$ cat src/rtl/frb_pkg.sv
package frb_pkg;

  localparam int unsigned HALF_SPAN    = 32'h7FFF_FFFF;
  localparam int unsigned SERIAL_LIMIT = 32'h8000_0000;

  typedef enum logic [1:0] {
    ACT_ADD  = 2'd0,
    ACT_TICK = 2'd1,
    ACT_TAKE = 2'd2,
    ACT_NONE = 2'd3
  } action_t;

  typedef enum logic [2:0] {
    ST_ACCEPTED  = 3'd0,
    ST_LATE      = 3'd1,
    ST_DUPLICATE = 3'd2,
    ST_FULL      = 3'd3,
    ST_DELIVERED = 3'd4,
    ST_NONE      = 3'd5
  } status_t;

  typedef enum logic [2:0] {
    S_IDLE,
    S_SCAN,
    S_FINISH,
    S_OUT
  } fsm_state_t;

  typedef struct packed {
    logic [31:0] epoch;
    logic [31:0] seq;
    logic [15:0] block;
  } rkey_t;

  // Commands from controller to datapath
  typedef struct packed {
    logic load;      // capture input item, do source lookup / tick
    logic scan_init; // clear scan candidates
    logic scan_step; // examine one entry
    logic finish;    // resolve result of add or take
  } frb_cmd_t;

  // Status from datapath to controller
  typedef struct packed {
    logic needs_scan; // add passed early checks, or take
    logic scan_last;  // pending read holds the final entry
  } frb_stat_t;

  function automatic logic serial_before(input logic [31:0] a, input logic [31:0] b,
                                         input logic [31:0] limit);
    logic [31:0] d;
    d = b - a;
    return (d != 32'd0) && (d < limit);
  endfunction

  function automatic logic key_less(input rkey_t a, input rkey_t b);
    if (serial_before(a.epoch, b.epoch, HALF_SPAN)) return 1'b1;
    if (a.epoch == b.epoch) begin
      if (serial_before(a.seq, b.seq, HALF_SPAN)) return 1'b1;
      if (a.seq == b.seq && a.block < b.block) return 1'b1;
    end
    return 1'b0;
  endfunction

endpackage

$ cat src/rtl/frb_ctrl.sv
module frb_ctrl
  import frb_pkg::*;
(
  input  logic      clk,
  input  logic      rst,
  input  logic      in_fire,
  input  logic      out_fire,
  input  frb_stat_t stat,
  output frb_cmd_t  cmd,
  output logic      busy,
  output logic      out_valid
);

  fsm_state_t state, state_next;

  always_ff @(posedge clk) begin
    if (rst) state <= S_IDLE;
    else state <= state_next;
  end

  always_comb begin
    state_next = state;
    cmd = '0;
    busy = 1'b1;
    out_valid = 1'b0;
    unique case (state)
      S_IDLE: begin
        busy = 1'b0;
        if (in_fire) begin
          cmd.load = 1'b1;
          state_next = S_FINISH;
        end
      end
      S_FINISH: begin
        // Load step has resolved the early checks; scan if needed
        if (stat.needs_scan) begin
          cmd.scan_init = 1'b1;
          state_next = S_SCAN;
        end else begin
          state_next = S_OUT;
        end
      end
      S_SCAN: begin
        cmd.scan_step = 1'b1;
        if (stat.scan_last) state_next = S_OUT;
      end
      S_OUT: begin
        out_valid = 1'b1;
        if (out_fire) state_next = S_IDLE;
      end
      default: state_next = S_IDLE;
    endcase
    // finish the scan in the same cycle as its last step
    if (state == S_SCAN && stat.scan_last) cmd.finish = 1'b1;
  end

endmodule

$ cat config.mk
export PLATFORM = sky130hd
export DESIGN_NAME = frb_ctrl
export DESIGN_NICKNAME = d
export VERILOG_FILES = /design/src/rtl/frb_pkg.sv /design/src/rtl/frb_ctrl.sv
export SDC_FILE = /design/constraint.sdc
export NUM_CORES = 1
export LEC_CHECK = 0
export ABC_CLOCK_PERIOD_IN_PS = 1300
export BUFFER_PORTS_ARGS = -buffer_cell sky130_fd_sc_hd__buf_2
export CAP_MARGIN = 15
export CORE_AREA = 2 2 39 41
export CTS_CLUSTER_DIAMETER = 60
export DETAILED_ROUTE_END_ITERATION = 16
export DIE_AREA = 0 0 41 43
export GPL_ROUTABILITY_DRIVEN = 0
export PLACE_DENSITY = 0.44
export SYNTH_ARGS = -nofsm -noshare
export SYNTH_HDL_FRONTEND = slang
export SYNTH_SLANG_ARGS = --single-unit
$ cat constraint.sdc
create_clock -name clk -period 1.3 [get_ports clk]
set_input_delay 0.13 -clock clk [delete_from_list [all_inputs] [get_ports clk]]
set_output_delay 0.13 -clock clk [all_outputs]
set_load 0.005 [all_outputs]
-- Yosys cells after proc, flatten, opt, wreduce, memory -nomap -nowiden
Index checks and enable logic that the tools add are counted.
- input bits: 6
- register bits: 3
- output and inout bits: 6
- reduce and logical (&&, ||, !) cells: 3
- muxes and demuxes: 13
- equality and inequality tests: 6
- operator list (cell ; number):
    3-bit one-hot mux with 4 select lines ; 1
    3-bit 2-to-1 mux ; 3
    1-bit 2-to-1 mux ; 8
    3-bit by 2-bit == test with 1-bit output (second input constant) ; 2
    2-bit != test (second input constant) ; 3
    3-bit by 1-bit == test with 1-bit output (second input constant) ; 1
    3-bit zero test ; 1
    3-bit AND reduction ; 1
    2-bit 2-to-1 mux ; 1
    1-bit logical AND ; 1

-- Depth between registers and ports, before layout
Gate-level depths: netlist of the first run.
- word-level depth: 3
- gate-level depth with buffers: 5
- depth with buffers taken out: 5

-- Least setup slack after synthesis of the first run
Ideal clock, no wire load.
- kind: register to register
- start point: register state[0]
- end point: register state[0]
- data arrival time: 1.344 ns
- buffers on the path: 0
- cell stages (with the launch flop): 5
- clock period less this slack: 1.415 ns
- setup time: 0.072 ns
- path slack: -0.115 ns
- path through: dfxtp_1 -> inv_1 -> ha_1 -> a222oi_1 -> mux2i_1
- word-level cells in the longest chain between the ends: 3
- elaborated cells on any way between the ends: 9
- those cells by class: eq/ne (6); mux (1); reduce/logical (2)
- RTL lines (item ; RTL line ; text):
    from (decl) ; frb_ctrl.sv:14 ; fsm_state_t state, state_next;
    from (signal assigned) ; frb_ctrl.sv:18 ; else state <= state_next;
    3-bit by 1-bit == test with 1-bit output (tied with other cells) ; frb_ctrl.sv:26 ; unique case (state)
    2-bit != test (no source line) ; -- ;
    3-bit AND reduction (no source line) ; -- ;
Parallel ways exist; a longest one is shown, timed or not.
A chain may end at the register's enable or synchronous reset.

-- Worst setup path after layout of the first run
- start point: register state[0]
- end point: register state[1]
Same word-level chain as after synthesis.

==> metrics.txt, run 1 <==
total wire length=469 um; unrepaired setup endpoints after global routing=true; CP Cell Sequence=inv_4 -> ha_4 -> a222oi_1 -> buf_4 -> mux2i_1; Critical Path Sink=state[1]; post-route setup slack=-0.00940 ns; Reg-to-Reg End=state[1]; Layout Nets=59; CP Class=reg -> reg; crit path capture type=flop; Die Area=1760 sq um; area share of the largest cell type after synthesis=34.1%; Worst VDD drop=945 uV; H-tree depth=1; total CTS buffers=3; synthesized flop and latch total=2; Worst Skew=0.00651 ns; root buffer cell=clkbuf_4; dpl hpwl=387 um; Detail Route Antenna Nets=0; fin area=403 sq um; CTS Buffer Depth=2; Clk pin slew, worst setup/hold paths=0.04 ns; Row Count=14; worst reg-to-reg setup slack=-0.009 ns; post-DR wirelength/cell=7.56 um; final count of pins violating max slew=0; ranking of synthesized cells by area=ha_1 34%, dfxtp_1 18%, inv_1 10%; area growth from synthesis to layout=83.0%; Synth Instances=26; Hold Buf Count CTS=0; GRT overflow=0; DP Area=345 sq um; CTS tree=done; Reg-to-Reg Start=state[0]; crit-path max cell delay=0.37 ns; fraction of layout instances using a drive strength above 1=58.7%; FF-to-FF path depth=5; critical path launch point type=flop; Final Cycle Share=101%; CORE AREA=1380 sq um; failing checks=negative setup slack; Initial DRT Pass Iterations=4; Biggest register=state; DR vias=226; clock sinks=2; HP Class=in -> reg; critical path required time=1.44 ns; CP top delay family=flip-flops; post-layout minimum cycle time=1.31 ns; Worst-Skew Late Latency=0.23 ns; DP Worst Slack=-0.0428 ns; final hold vios=0; Netlist Area Pre-Place=220 sq um; Synth Warn #=0; max reg flops=2; largest net degree at the start of global routing=6; syn_area_per_cell=8.47 sq um; n_diodes=0; Setup Total Neg Slack=-0.00940 ns; Die Wd=41 um; I/O pins=12; status=finished with violations; Core Util, Final=29.1%; crit-path max FO=5; port bufs=11; FILL cells=152; Worst-Margin Slew=0.279 ns; Netlist cell types=10; Yosys top cell by area=ha_1; Worst Path Buf+Inv=2; sequential share of the synthesized area=18.2%; Leak=0.222 nW; max-cap viol count=0; CP Data Arrival Time=1.45 ns; global-route wire length before repair=765 um; FMAX=0.764 GHz; post-DR vias/cell=3.65; # setup viols final=1; overall routing resource usage=6.51%; DRC marker count from the first detailed-route iteration=2; max_slew headroom=81.4%; crit path launch=state[0]; chip height=43 um; Initial Util=15.9%; power per cell area=2100 nW/um^2; vias in the first global route=189; largest registers=state x2; Crit. path cell count=5; CP max-delay cell=dfxtp_4; Synthesized Nets=38; drc violations=0; initial antenna violation count=0
[cells by family (layout without fill, tap and decap cells)]
group	after synthesis	after routing	synth area share [%]
fa+ha+maj	6	6	34.1
buf+inv	6	26	10.2
mux	2	2	9.09
simple gates	8	8	20.5
flops	2	2	18.2
compound gates	2	2	7.96
[layout make-up]
cell class | instances | area [sq um] | area share (%)
inverters | 6 | 27.5 | 6.83
multi-input cells | 18 | 185 | 46.0
repair buffers | 16 | 98.8 | 24.5
well taps | 16 | 20.0 | 4.97
clock buffers | 4 | 26.3 | 6.52
flip-flops and latches | 2 | 45.0 | 11.2
[synthesized netlist by cell type]
cell type  n
a222oi_1   1
and2_1     2
dfxtp_1    2
ha_1       6
inv_1      6
mux2i_1    2
nand2b_1   3
nor2_1     2
nor2b_1    1
o31ai_1    1
[routing by layer]
layer  global-route usage, %  up-vias  wire, um
met5                       0        -         0
met3                    5.24        0        53
met4                    2.00        0         0
li1                        -      124         -
met1                    8.92       92       230
met2                    7.50       10       184
[worst min path at each step]
stage | endpoint | cells past startpoint | start
final | state[0] | 3 | rst
after global routing | state[0] | 3 | rst
after CTS | state[0] | 3 | rst
after detailed placement | state[0] | 3 | rst
after global placement | state[0] | 3 | rst
after floorplan | state[0] | 2 | rst
[power by group]
group / switching [mW] / internal, mW
combinational: 0.225 / 0.316
clock: 0.0398 / 0.114
sequential: 0.0457 / 0.106
[cells in the final DEF, fill, tap and decap left out]
cell | synthesis | final
inv_2 | 0 | 1
buf_6 | 0 | 1
nor2_1 | 2 | 2
mux2i_1 | 2 | 2
nand2b_1 | 3 | 3
clkbuf_1 | 0 | 1
and2_1 | 2 | 1
buf_4 | 0 | 5
and2_4 | 0 | 1
a222oi_1 | 1 | 1
inv_1 | 6 | 3
dfxtp_2 | 0 | 1
buf_2 | 0 | 10
ha_4 | 0 | 2
clkbuf_4 | 0 | 3
dfxtp_4 | 0 | 1
nor2b_1 | 1 | 1
o31ai_1 | 1 | 1
ha_1 | 6 | 4
inv_4 | 0 | 2
[tightest hold or removal path, cell delays in order]
cell,delay [ns]
buf_2,0.11
nand2b_1,0.10
mux2i_1,0.05
[what timing repair did]
action,in CTS,in global routing
gates cloned,0,0
setup buffers,0,1
hold endpoints to repair,0,0
pin swaps,2,0
gates resized for setup,0,6
endpoints found under the setup margin,2,3
[metrics by stage]
stage / hold WS [ns] / total power, mW / instances
after floorplan: 0.300 / 0.408 / 26
after global placement: 0.444 / 0.634 / 57
after detailed placement: 0.446 / 0.634 / 57
after CTS: 0.199 / 0.798 / 61
final: 0.202 / 0.847 / 62
after global routing: 0.234 / 0.970 / 62
Note: power is estimated with default switching activity, not from simulation.
==> run 2: changes to the inputs <==
--- a/config.mk
+++ b/config.mk
@@ -14,6 +14,7 @@
 export DIE_AREA = 0 0 41 43
 export GPL_ROUTABILITY_DRIVEN = 0
 export PLACE_DENSITY = 0.44
+export SETUP_SLACK_MARGIN = 0.05
 export SYNTH_ARGS = -nofsm -noshare
 export SYNTH_HDL_FRONTEND = slang
 export SYNTH_SLANG_ARGS = --single-unit
==> run 2 against run 1 <==
Compared with the run above: the run still ends with negative setup slack left; largest power group unchanged; sequential power about the same; critical path depth increased by 2; die area is the same; register-to-register slack is essentially flat; power grew 11%; first-iteration DRC count rose to 2.5 times the previous value; global-route usage stayed put; cell area rose by 5.0%; utilization grew 1.4 points; critical path type is now reg -> out; clock skew is essentially flat; final cell count up 1.6%; flip-flop and latch count stayed put.
==> metrics.txt, run 2 (same netlist as run 1, synthesis figures left out) <==
Worst Hold Launch=rst; drc violations=0; overall routing resource usage=6.51%; post-layout minimum cycle time=1.33 ns; largest net degree at the start of global routing=6; Worst VDD drop=944 uV; Reg-to-Reg End=state[1]; max_slew headroom=81.6%; post-DR wirelength/cell=7.67 um; DRC marker count from the first detailed-route iteration=5; post-DR vias/cell=3.68; largest registers=state x2; Layout Nets=60; CP Data Arrival Time=1.20 ns; Biggest register=state; DR vias=232; CORE AREA=1380 sq um; dpl hpwl=387 um; critical path required time=1.17 ns; DP Worst Slack=-0.0428 ns; I/O pins=12; crit path capture type=primary output; post-route setup slack=-0.0348 ns; root buffer cell=clkbuf_4; critical path launch point type=flop; Reg-to-Reg Start=state[0]; GRT overflow=0; max reg flops=2; total CTS buffers=3; unrepaired setup endpoints after global routing=true; global-route wire length before repair=765 um; # setup viols final=2; H-tree depth=1; crit-path max FO=5; max-cap viol count=0; most common cell after layout, fill and taps aside=buf_2; Worst Skew=0.00651 ns; final count of pins violating max slew=0; Detail Route Antenna Nets=0; CTS tree=done; Die Area=1760 sq um; Final Cycle Share=103%; initial antenna violation count=0; most frequent cells in the layout=9 x buf_2, 5 x buf_4, 4 x ha_1; final hold vios=0; Hold Buf Count CTS=0; Overall Power=940 uW; CTS Buffer Depth=2; status=finished with violations; Initial Util=15.9%; port bufs=11; Initial DRT Pass Iterations=4; FF-to-FF path depth=5; n_diodes=0; total wire length=483 um; failing checks=negative setup slack; Die Wd=41 um; WHS Path Cells=3; Setup Total Neg Slack=-0.0411 ns; Clk pin slew, worst setup/hold paths=0.04 ns; chip height=43 um; Worst-Margin Slew=0.276 ns; FMAX=0.749 GHz; clock sinks=2; Row Count=14; hold endpoint=state[0]; power per cell area=2220 nW/um^2; fraction of layout instances using a drive strength above 1=59.6%; worst reg-to-reg setup slack=-0.01 ns; Leak=0.229 nW; vias in the first global route=189; area growth from synthesis to layout=92.0%; HP Class=in -> reg; Worst-Skew Late Latency=0.23 ns; CP Class=reg -> out
run 2: worst max-delay path by stage:
stage | end | from | slack, ns | cells after the start
5_1_grt | state[1] | state[0] | -0.15 | 5
3_5_place_dp | state[1] | state[0] | -0.04 | 5
4_1_cts | state[1] | state[0] | -0.04 | 5
3_3_place_gp | state[0] | state[0] | -0.03 | 5
2_1_floorplan | state[1] | state[1] | -0.004 | 4
6_report | cmd[3] | state[0] | -0.03 | 7
run 2: critical path, stage by stage, from the launching register on:
cell and delay (ns):
dfxtp_4 0.37, inv_4 0.04, ha_4 0.15, buf_4 0.13, buf_6 0.11, inv_4 0.04
nor2_1 0.03, buf_2 0.11
run 2: per-layer routing:
metal / GRT usage, % / share of wire, % / vias to the layer above / wire, um
met3: 5.24 / 11 / 0 / 52
met4: 2.00 / 0 / 0 / 0
met5: 0 / 0 / - / 0
met2: 7.50 / 40 / 10 / 195
li1: - / - / 125 / -
met1: 8.92 / 49 / 97 / 235
run 2: timing repair:
action,4_1_cts,5_1_grt
gates resized for setup,1,8
pin swaps,2,1
buffers inserted,0,2
setup endpoints to repair,3,5
run 2: power breakdown:
group / switching (mW) / internal (mW)
clock network: 0.0397 / 0.114
logic: 0.249 / 0.385
registers: 0.0457 / 0.106
run 2: cell type report:
class,instances,area (sq um)
Inverter,6,30.0
Tap cell,16,20.0
Fill cell,149,961
Clock buffer,4,26.3
Sequential cell,2,45.0
Multi-Input combinational cell,18,185
Timing Repair Buffer,17,116
run 2: metrics by stage:
| stage | cells | hold slack [ns] | util [%] | area (sq um) |
|---|---|---|---|---|
| 6_report | 63 | 0.202 | 30.6 | 423 |
| 5_1_grt | 63 | 0.234 | 30.6 | 423 |
| 4_1_cts | 61 | 0.199 | 26.9 | 372 |
| 3_5_place_dp | 57 | 0.446 | 25.0 | 345 |
| 3_3_place_gp | 57 | 0.444 | 25.0 | 345 |
| 2_1_floorplan | 26 | 0.300 | - | 240 |
==> run 3: changes to the inputs <==
--- a/config.mk
+++ b/config.mk
@@ -13,7 +13,7 @@
 export DETAILED_ROUTE_END_ITERATION = 16
 export DIE_AREA = 0 0 41 43
 export GPL_ROUTABILITY_DRIVEN = 0
-export PLACE_DENSITY = 0.44
+export PLACE_DENSITY = 0.47
 export SETUP_SLACK_MARGIN = 0.05
 export SYNTH_ARGS = -nofsm -noshare
 export SYNTH_HDL_FRONTEND = slang
==> run 3 against run 2 <==
Compared with the run above: the run now ends clean; power decreased by 17%; combinational power decreased by 24%; hold slack improved by 0.017 ns; critical path depth decreased by 2; first-iteration DRC count increased by 60%; routed wire length increased by 5.8%; non-clock buffer count decreased by 2; flip-flop and latch count unchanged; final cell count decreased by 3.2%; clock power about the same; clock-buffer cell count unchanged; worst setup slack improved by 0.037 ns; largest cell class unchanged.
==> metrics.txt, run 3 (same netlist as run 1, synthesis figures left out) <==
Worst-Skew Late Latency=0.23 ns; met1 GRT Util=6.98%; Post-CTS Setup Repair Bufs=0; global-route wire length before repair=814 um; drc violations=0; most common cell after layout, fill and taps aside=buf_2; largest net degree at the start of global routing=6; fraction of layout instances using a drive strength above 1=53.3%; GRT overflow=0; FF-to-FF path depth=5; Reg-to-Reg End=state[1]; I/O pins=12; area growth from synthesis to layout=68.7%; final hold vios=0; worst reg-to-reg setup slack=0.003 ns; H-tree depth=1; CP Cell Sequence=inv_4 -> ha_4 -> a222oi_1 -> buf_4 -> mux2i_1; CTS tree=done; Worst Skew=0.00420 ns; critical path required time=1.44 ns; CORE AREA=1380 sq um; Leak=0.214 nW; Row Count=14; crit-path max cell delay=0.37 ns; overall routing resource usage=7.20%; # setup viols final=0; status=completed; CP top delay family=flip-flops; power per cell area=2100 nW/um^2; CP max-delay cell=dfxtp_4; final count of pins violating max slew=0; max_slew headroom=81.8%; Initial DRT Pass Iterations=4; DP Worst Slack=-0.0169 ns; DRC marker count from the first detailed-route iteration=8; Reg-to-Reg Start=state[0]; Inst Count DP=57; port bufs=11; crit-path max FO=5; total wire length=511 um; met3 GRT Util=1.57%; hold endpoint=state[0]; post-DR wirelength/cell=8.38 um; Die Wd=41 um; Worst VDD drop=743 uV; DR vias=218; Clk pin slew, worst setup/hold paths=0.03 ns; Initial Util=15.9%; largest registers=state x2; max-cap viol count=0; post-layout minimum cycle time=1.30 ns; unrepaired setup endpoints after global routing=true; FILL cells=153; Worst-Margin Slew=0.272 ns; CP Data Arrival Time=1.44 ns; Worst Path Buf+Inv=2; FMAX=0.771 GHz; n_diodes=0; Die Area=1760 sq um; CTS Buffer Depth=2; root buffer cell=clkbuf_4; crit path capture type=flop; met2 Usage GRT=10.9%; Final Cycle Share=99.8%; clock sinks=2; fin cells=61; vias in the first global route=236; total CTS buffers=3; Detail Route Antenna Nets=0; initial antenna violation count=0; Layout Nets=58; post-DR vias/cell=3.57; max reg flops=2; post-route setup slack=0.00259 ns; Setup Total Neg Slack=0 ns; gr busiest metal=met2; most frequent cells in the layout=11 x buf_2, 5 x ha_1, 4 x buf_4; chip height=43 um; critical path launch point type=flop; HP Class=in -> reg; Biggest register=state; WHS Path Cells=3; CP Class=reg -> reg; Worst Hold Launch=rst
==> run 3: cell types whose count changed in the layout (fill, tap and decap cells not counted), sizes merged <==
cell  previous run  this run
buf             17        15
==> run 3: worst min-delay path, stage by stage <==
cell and delay, ns:
buf_2 0.11, nand2b_1 0.10, mux2i_1 0.06
==> run 3: worst max-delay path by stage <==
stage,from,to,slack [ns],cells after the start
after floorplan,state[1],state[1],-0.004,4
after CTS,state[0],state[1],-0.02,5
final,state[0],state[1],0.003,5
after global routing,state[0],state[1],-0.09,5
after detailed placement,state[0],state[1],-0.02,5
after global placement,state[0],state[0],-0.04,5
==> run 3: layout make-up <==
class                           count  area [sq um]  share of cell area (%)
Tap cell                           16          20.0                    5.39
Sequential cell                     2          45.0                    12.1
Multi-Input combinational cell     18           170                    45.8
Clock buffer                        4          26.3                    7.07
Inverter                            6          25.0                    6.73
Timing Repair Buffer               15          85.1                    22.9
==> run 3: report_power, final <==
part / switching, mW / internal [mW]
Combinational: 0.208 / 0.273
Clock: 0.0389 / 0.114
Sequential: 0.0409 / 0.106
Total: 0.288 / 0.493
==> run 3: metal layers <==
layer / routed length [um] / vias to the layer above
met2: 247 / 10
met1: 203 / 89
met5: 0 / -
li1: - / 119
met4: 0 / 0
met3: 59 / 0
==> run 3: per-stage QoR <==
| step | utilization, % | hold WS, ns | power (mW) | area [sq um] |
|---|---|---|---|---|
| 6_report | 26.9 | 0.219 | 0.781 | 372 |
| 5_1_grt | 26.9 | 0.239 | 0.874 | 372 |
| 4_1_cts | 26.9 | 0.213 | 0.804 | 372 |
| 3_5_place_dp | 25.0 | 0.458 | 0.630 | 345 |
| 3_3_place_gp | 25.0 | 0.444 | 0.628 | 345 |
| 2_1_floorplan | - | 0.300 | 0.408 | 240 |
==> run 3: repair_timing <==
action,CTS,global route
endpoints found under the setup margin,4,4
pin swaps,2,0
hold buffers,0,0
resized for setup,1,0
endpoints found under the hold margin,0,0
